--- config.mk ---
export PLATFORM = sky130hd
export DESIGN_NAME = line_command_keyword_matcher
export DESIGN_NICKNAME = d
export VERILOG_FILES = /design/src/rtl/lckm_pkg.sv /design/src/rtl/lckm_match.sv /design/src/rtl/line_command_keyword_matcher.sv
export SDC_FILE = /design/constraint.sdc
export NUM_CORES = 1
export LEC_CHECK = 0
export BUFFER_PORTS_ARGS = -buffer_cell sky130_fd_sc_hd__buf_2
export CAP_MARGIN = 10
export CORE_MARGIN = 10
export CORE_UTILIZATION = 50
export DETAILED_ROUTE_END_ITERATION = 7
export GPL_ROUTABILITY_DRIVEN = 1
export PLACE_DENSITY_LB_ADDON = 0.15
export RECOVER_POWER = 25
export SYNTH_ARGS = -nofsm -noshare
export SYNTH_HDL_FRONTEND = slang
export SYNTH_SLANG_ARGS = --single-unit
--- constraint.sdc ---
create_clock -name clk -period 3 [get_ports clk]
set_input_delay 0.6 -clock clk [delete_from_list [all_inputs] [get_ports clk]]
set_output_delay 0.6 -clock clk [all_outputs]
set_load 0.02 [all_outputs]
--- src/rtl/lckm_pkg.sv ---
// Types and keyword table for the line command keyword matcher.
package lckm_pkg;

    localparam int KW_SLOTS   = 16;
    localparam int KW_MAXLEN  = 10;
    localparam int KW_POS_W   = 4;
    localparam int KW_INDEX_W = 4;

    localparam logic [7:0] CHAR_CR = 8'h0D;
    localparam logic [7:0] CHAR_LF = 8'h0A;

    // Unused slots have length zero and never match.
    localparam logic [KW_POS_W-1:0] KW_LEN [KW_SLOTS] = '{
        4'd4, 4'd4, 4'd4, 4'd4, 4'd3, 4'd6, 4'd4, 4'd8,
        4'd10, 4'd3, 4'd6, 4'd4, 4'd0, 4'd0, 4'd0, 4'd0
    };

    localparam logic [7:0] KW_TEXT [KW_SLOTS][KW_MAXLEN] = '{
        '{"f", "a", "n", "1", 8'h00, 8'h00, 8'h00, 8'h00, 8'h00, 8'h00},
        '{"f", "a", "n", "2", 8'h00, 8'h00, 8'h00, 8'h00, 8'h00, 8'h00},
        '{"f", "a", "n", "3", 8'h00, 8'h00, 8'h00, 8'h00, 8'h00, 8'h00},
        '{"f", "a", "n", "4", 8'h00, 8'h00, 8'h00, 8'h00, 8'h00, 8'h00},
        '{"o", "f", "f", 8'h00, 8'h00, 8'h00, 8'h00, 8'h00, 8'h00, 8'h00},
        '{"m", "a", "n", "u", "a", "l", 8'h00, 8'h00, 8'h00, 8'h00},
        '{"a", "u", "t", "o", 8'h00, 8'h00, 8'h00, 8'h00, 8'h00, 8'h00},
        '{"o", "v", "e", "r", "v", "i", "e", "w", 8'h00, 8'h00},
        '{"c", "o", "n", "t", "r", "o", "l", "l", "e", "r"},
        '{"l", "o", "w", 8'h00, 8'h00, 8'h00, 8'h00, 8'h00, 8'h00, 8'h00},
        '{"m", "e", "d", "i", "u", "m", 8'h00, 8'h00, 8'h00, 8'h00},
        '{"h", "i", "g", "h", 8'h00, 8'h00, 8'h00, 8'h00, 8'h00, 8'h00},
        '{8'h00, 8'h00, 8'h00, 8'h00, 8'h00, 8'h00, 8'h00, 8'h00, 8'h00, 8'h00},
        '{8'h00, 8'h00, 8'h00, 8'h00, 8'h00, 8'h00, 8'h00, 8'h00, 8'h00, 8'h00},
        '{8'h00, 8'h00, 8'h00, 8'h00, 8'h00, 8'h00, 8'h00, 8'h00, 8'h00, 8'h00},
        '{8'h00, 8'h00, 8'h00, 8'h00, 8'h00, 8'h00, 8'h00, 8'h00, 8'h00, 8'h00}
    };

    typedef struct packed {
        logic                  line_done;
        logic                  keyword_found;
        logic [KW_INDEX_W-1:0] keyword_index;
    } match_result_t;

endpackage

--- src/rtl/lckm_match.sv ---
// Per-byte candidate update and line-end keyword lookup.
module lckm_match #(
    parameter int KEYWORD_COUNT = 12,
    parameter int LINE_LIMIT    = 100,
    parameter int LEN_W         = 7
) (
    input  logic [7:0]               rx_byte,
    input  logic [KEYWORD_COUNT-1:0] cand,
    input  logic [LEN_W-1:0]         line_length,
    output logic [KEYWORD_COUNT-1:0] cand_next,
    output logic [LEN_W-1:0]         line_length_next,
    output lckm_pkg::match_result_t  result
);
    import lckm_pkg::*;

    localparam logic [LEN_W-1:0] KEEP_MAX = LEN_W'(LINE_LIMIT - 1);

    logic                    is_end;
    logic [KW_POS_W-1:0]     pos;
    logic [KEYWORD_COUNT-1:0] still;
    logic                    hit;
    logic [KW_INDEX_W-1:0]   hit_index;

    assign is_end = (rx_byte == CHAR_CR) || (rx_byte == CHAR_LF);
    assign pos    = line_length[KW_POS_W-1:0];

    always_comb
    begin
        for (int k = 0; k < KEYWORD_COUNT; k++)
        begin
            still[k] = cand[k] && (line_length < LEN_W'(KW_LEN[k]))
                       && (KW_TEXT[k][pos] == rx_byte);
        end
    end

    // Lowest index wins
    always_comb
    begin
        hit       = 1'b0;
        hit_index = '0;
        for (int k = KEYWORD_COUNT - 1; k >= 0; k--)
        begin
            if (cand[k] && (LEN_W'(KW_LEN[k]) == line_length) && (line_length != '0))
            begin
                hit       = 1'b1;
                hit_index = KW_INDEX_W'(k);
            end
        end
    end

    always_comb
    begin
        cand_next        = cand;
        line_length_next = line_length;
        if (is_end)
        begin
            cand_next        = {KEYWORD_COUNT{1'b1}};
            line_length_next = '0;
        end
        else if (line_length < KEEP_MAX)
        begin
            cand_next        = still;
            line_length_next = line_length + LEN_W'(1);
        end
    end

    assign result.line_done     = is_end;
    assign result.keyword_found = is_end && hit;
    assign result.keyword_index = is_end ? hit_index : '0;

endmodule

--- src/rtl/line_command_keyword_matcher.sv ---
// Line command keyword matcher: echoes bytes and matches ended lines against keywords.
// Each rx transfer loads its result into the output register.
// Throughput: one byte per cycle; the output register takes a new result while
// the previous one is being taken, so rx_ready only drops when res is stalled.
// Reset: candidate bits all ones, line length zero, no result pending.
module line_command_keyword_matcher #(
    parameter int LINE_LIMIT    = 100,
    parameter int KEYWORD_COUNT = 12
) (
    input  logic                              clk,
    input  logic                              rst_n,
    input  logic                              rx_valid,
    output logic                              rx_ready,
    input  logic [7:0]                        rx_byte,
    output logic                              res_valid,
    input  logic                              res_ready,
    output logic [7:0]                        echo_byte,
    output logic                              line_done,
    output logic                              keyword_found,
    output logic [lckm_pkg::KW_INDEX_W-1:0]   keyword_index
);
    import lckm_pkg::*;

    localparam int LEN_W = $clog2(LINE_LIMIT);

    logic [KEYWORD_COUNT-1:0] cand_reg;
    logic [KEYWORD_COUNT-1:0] cand_next;
    logic [LEN_W-1:0]         len_reg;
    logic [LEN_W-1:0]         len_next;
    logic                     valid_reg;
    logic [7:0]               echo_reg;
    match_result_t            result_reg;
    match_result_t            result_next;
    logic                     take;

    assign rx_ready = !valid_reg || res_ready;
    assign take     = rx_valid && rx_ready;

    lckm_match #(
        .KEYWORD_COUNT (KEYWORD_COUNT),
        .LINE_LIMIT    (LINE_LIMIT),
        .LEN_W         (LEN_W)
    ) u_match (
        .rx_byte          (rx_byte),
        .cand             (cand_reg),
        .line_length      (len_reg),
        .cand_next        (cand_next),
        .line_length_next (len_next),
        .result           (result_next)
    );

    always_ff @(posedge clk or negedge rst_n)
    begin
        if (!rst_n)
        begin
            cand_reg  <= {KEYWORD_COUNT{1'b1}};
            len_reg   <= '0;
            valid_reg <= 1'b0;
        end
        else
        begin
            if (take)
            begin
                cand_reg <= cand_next;
                len_reg  <= len_next;
            end
            if (take)
                valid_reg <= 1'b1;
            else if (res_ready)
                valid_reg <= 1'b0;
        end
    end

    always_ff @(posedge clk)
    begin
        if (take)
        begin
            echo_reg   <= rx_byte;
            result_reg <= result_next;
        end
    end

    assign res_valid     = valid_reg;
    assign echo_byte     = echo_reg;
    assign line_done     = result_reg.line_done;
    assign keyword_found = result_reg.keyword_found;
    assign keyword_index = result_reg.keyword_index;

endmodule
# Word-level counts from Yosys, hierarchy flattened
# Memories as Yosys holds them, arrays and structs flattened.
# Cells that the tools add are included.
# classes
add_sub_neg,1
order_cmp,7
n_eq_ne,19
muxes,53
bitwise_logic,2
n_reduce_logical,61
# ops
operator,n
$mux 8,24
$eq 8x8->1,12
$logic_and 1x1->1,50
$mux 12,2
$eq 8x4->1 const B,2
$mux 4,4
$mux 1,15
$eq 3x7->1 const A,2
$eq 4x7->1 const A,2
$lt 7x3->1 const B,2
$lt 7x4->1 const B,2
$mux 7,2
$mux 3,4
$reduce_or 9->1,1
$add 7x1->7 const B,1
$eq 2x7->1 const A,1
$lt 7x2->1 const B,1
$lt 7x7->1 const B,1
$reduce_bool 7->1,1
$ge 5x5->1 const B,1
$not 4->5,1
$reduce_or 5->1,1
$mux 2,2
$reduce_bool 2->1,2
other kinds (6),7
# totals
register_bits,34
mem_bits_ro,1536
inputBits,12
out_inout_bits,16
wordCells,165
mem_count,12
# mem_list
memory,depth,width,rd,rd_ports_with_merged_regs,write_ports,line,rtl
(name not given),16,8,1,0,0,lckm_match.sv:32,&& (KW_TEXT[k][pos] == rx_byte);
(name not given),16,8,1,0,0,lckm_match.sv:32,
(name not given),16,8,1,0,0,lckm_match.sv:32,
(name not given),16,8,1,0,0,lckm_match.sv:32,
(name not given),16,8,1,0,0,lckm_match.sv:32,
(name not given),16,8,1,0,0,lckm_match.sv:32,
6 more memories,-,-,-,-,-,-,

# Longest topological paths before layout
# depth
depth_word,16
depth_mapped,9
mapped_depth_nobuf,7

# Hierarchy
# A second synthesis with hierarchy kept.
# unflattened
cells_unflattened,335
area_unflattened_um2,2990.4
# modules_own_cells
module,instances,cells_each,area_per_inst_um2,seq_area_each_um2
lckm_match,1,276,1716.6,0.0
line_command_keyword_matcher,1,59,1273.7,935.9

# Worst setup path after synthesis
# No wires, ideal clock.
# synth_path
path_kind,register to register
start,register len_reg[1]
end,register cand_reg[8]
setup_ps,61
t_arrival_ps,2143
t_required_ps,2939
path_slack_ps,795
stages_incl_launch_ff,10
path_buffers,2
period_less_slack_ps,2205
path_cell_list,dfrtp_1 > buf_2 > inv_1 > ha_1 > buf_2 > a211o_1 > a21o_1 > a2111oi_2 > nand4_1 > nand2_1
# synth_between
elab_chain_len,8
elab_cells_between_ends,13
classes_between,order compare: 2; eq/ne: 1; mux: 4; bitwise: 1; reduce/logical: 4; memory: 1
# synth_lines
item,line,rtl
start: declaration,line_command_keyword_matcher.sv:28,logic [LEN_W-1:0] len_reg;
start signal: assignment,line_command_keyword_matcher.sv:65,len_reg <= len_next;
$not 4->5 (not written as such),lckm_match.sv:32,
$mem_v2 16x8,-,
$mux 8 (not written as such) (2 in a row),lckm_match.sv:32,
$eq 8x8->1,lckm_match.sv:32,
$logic_and 1x1->1,lckm_match.sv:32,
$mux 12,lckm_match.sv:60,else if (line_length < KEEP_MAX)
$mux 12,lckm_match.sv:55,if (is_end)
end signal: assignment,line_command_keyword_matcher.sv:56,cand_reg <= {KEYWORD_COUNT{1'b1}};
end signal: assignment,line_command_keyword_matcher.sv:64,cand_reg <= cand_next;
end: declaration,line_command_keyword_matcher.sv:26,logic [KEYWORD_COUNT-1:0] cand_reg;
# Parallel ways exist; a longest one is shown, timed or not. The select of a mux whose other input is x is not followed.
# A chain may end at the register's enable or synchronous reset.

# Worst setup path after layout
# Same ends and word-level chain as after synthesis.

==> impl_metrics.ini <==
[place]
port_buffers = 27
dp_hpwl_um = 6000
dp_cells = 410
gp_congestion = 0.959

[floorplan]
design.core.area_sq_um = 5570
die-area_sq_um = 9290
initial_core_util_pct = 52.3
fp.dieW_um = 96.4
num_rows = 27
num_io_pins = 28
die_h_um = 96.4

[power_and_ir_drop]
ir_worst_vdd_mv = 0.558
p_leak_uw = 0.00122
p_per_area_nw_per_um2 = 807
finalPower_uw = 2570

[timing]
setup_tns_ns = 0
slew_headroom_pct = 27.0
worstMarginPinSlew_ns = 1.09
slew_viol_final = 0
final-setup-viol-count = 0
min_period_ns = 2.48
fin_worst_skew_ns = 0.00607
finalHoldViolCount = 0
fmax_ghz = 0.403
rsz0062_at_grt = no
finalCritPeriodShare_pct = 82.7

[global_route]
grt_use_met2_pct = 29.0
top_usage_layer = met2
grt-ovfl-total = 0
grt_max_degree = 23
grt.met3_usage_pct = 3.04
grt_pass1_wl_um = 13200
grt_usage_pct = 18.2
met1_usage_pct = 24.8
antenna_found_initial = 0
grt_pass1_vias = 2378

[job]
cap_violations = 0

[synthesis]
ys.warnings.count = 0
ys_seq_elements = 34
ys.flop_type = edfxtp_1
netlist_instances = 329
ys_seq_area_share_pct = 32.1
async_flop_share_pct = 58.8
synth_edf_count = 14
syn_nets = 349
synth_area_sq_um = 2920
yosys.cell_types.count = 71
synth_area_per_cell_sq_um = 8.86

[detailed_routing]
dr.first_iter.drc_count = 285
avgRoutedWirePerCell_um = 19.5
drt-total-wl_um = 8160
drcViolationCount = 0
drt-pass1-iter-count = 4
drtAntennaViolNets = 0
avgViaCountPerCell = 6.32
via_count = 2641

[worst_setup_path]
cp_data_required_time_ns = 3.24
slowest_stage = dfrtp_1
cp-start-kind = flip-flop
path_max_fanout = 10
cp_slowest_stage_delay_ns = 0.62
path_buf_inv = 1
critPathCaptureType = flip-flop
path_cells = inv_1, ha_1, a211o_1, a21o_1, a2111oi_2, nand4_1, nand2_1
worst_ep_arrival_time_ns = 2.72
crit_family = compound AO/OA/AOI/OAI gates
path_class = flip-flop to flip-flop

[finish]
final_nets = 365
largest_reg_flops = 12
area_delta_synth_final_pct = 9.14
finalCoreUtilization_pct = 57.1
diodes = 0
drive_gt1_share_pct = 20.5
layout.cells.non_filler = 418

[clocking]
clk_pin_slew_ns = 0.07
numCtsBuffers = 5
post_cts_buffers = 0
cts_root_buf = clkbuf_8
clock_latency_ns = 0.29
holdBufCountCts = 0
cts_max_level = 2
cts_resized = 0
cts_tree = done
clockBufferDepth = 2
cts.sinks = 34

[hold_path]
worstHoldPathType = primary input to asynchronous set/reset pin

[run_status]
status = complete, no violations
==> per-stage QoR <==
| stage | worst slack, ns | hold slack, ns | instance area [sq um] |
|---|---|---|---|
| 6_report | 0.519 | 0.493 | 3180 |
| 4_1_cts | 0.545 | 0.263 | 3180 |
| 5_1_grt | 0.283 | 0.510 | 3180 |
| 3_5_place_dp | 0.552 | 0.486 | 3050 |
| 2_1_floorplan | 0.795 | 0.304 | 2920 |
| 3_3_place_gp | 0.590 | 0.480 | 3050 |
==> per-layer routing <==
metal / up-vias / part of all wire [%]
met3: 10 / 6.3
met2: 96 / 48
met1: 1299 / 44
li1: 1236 / -
met4: 0 / 1.8
met5: - / 0
==> cell usage in the layout (no fill, tap or decap), drive strengths merged, types with 4 or more instances in the layout <==
cell,n
a2111oi,6
a21o,5
a21oi,16
a31oi,7
and2,5
buf,36
clkbuf,7
dfrtp,8
dfstp,12
edfxtp,14
ha,8
inv,14
mux2i,4
nand2,31
nand2b,6
nand3,12
nand4,7
nor2,21
nor2b,4
nor3,9
nor3b,6
nor4,5
nor4b,4
o21ai,17
xnor2,14
xor2,13
==> cell families (layout without fill, tap and decap cells) <==
logic type | after synthesis | in the layout | synth area share [%]
buffers and inverters | 43 | 60 | 7.68
adder cells (fa/ha/maj) | 8 | 8 | 3.43
XOR/XNOR | 27 | 27 | 8.11
AO/OA/AOI/OAI | 88 | 88 | 22.8
flip-flops | 34 | 34 | 32.1
multiplexers | 4 | 4 | 1.37
AND/OR/NAND/NOR | 125 | 125 | 24.5
==> area by class of cell <==
class                   count  area, sq um
clock buffers               5         68.8
clock inverters             3         63.8
fillers                   514         2390
inverters                  14         52.6
multi-input cells         252         1760
flip-flops and latches     34          936
well taps                  72         90.1
repair buffers             38          215
==> path summary, 6_finish.rpt <==
check	start	endpoint	slack, ns	cells after the start
setup / recovery	len_reg[1]	cand_reg[8]	0.52	7
hold / removal	rst_n	len_reg[0]	0.49	1
setup reg to reg	len_reg[1]	cand_reg[8]	0.52	7
hold reg to reg	cand_reg[5]	cand_reg[5]	0.49	2
max in group asynchronous	rst_n	len_reg[6]	1.85	1
min in group clk	cand_reg[5]	cand_reg[5]	0.49	2
==> synthesized netlist by cell type (4+ instances only) <==
cell | n | area [sq um]
nand2_1 | 31 | 116
clkbuf_1 | 9 | 33.8
a31oi_1 | 7 | 43.8
nor2_1 | 18 | 67.6
nand4_1 | 6 | 37.5
xor2_1 | 13 | 114
inv_1 | 14 | 52.6
nor2b_1 | 4 | 25.0
buf_4 | 4 | 30.0
mux2i_1 | 4 | 40.0
dfstp_2 | 12 | 315
o21ai_0 | 10 | 50.1
nand2b_1 | 6 | 37.5
buf_2 | 11 | 55.1
edfxtp_1 | 14 | 420
a21o_1 | 5 | 37.5
and2_1 | 5 | 31.3
nand3_1 | 12 | 60.1
xnor2_1 | 14 | 123
nor3b_1 | 5 | 37.5
o21ai_1 | 7 | 35.0
nor3_1 | 9 | 45.0
ha_1 | 8 | 100
dfrtp_1 | 8 | 200
buf_6 | 4 | 45.0
a21oi_1 | 16 | 80.1
==> where the power goes <==
part | internal (uW) | total [uW] | leakage [uW] | switching (uW)
Clock | 329 | 500 | 0.0000658 | 172
Combinational | 521 | 1400 | 0.000798 | 878
Sequential | 536 | 669 | 0.000354 | 133
Note: power is estimated with default switching activity, not from simulation.
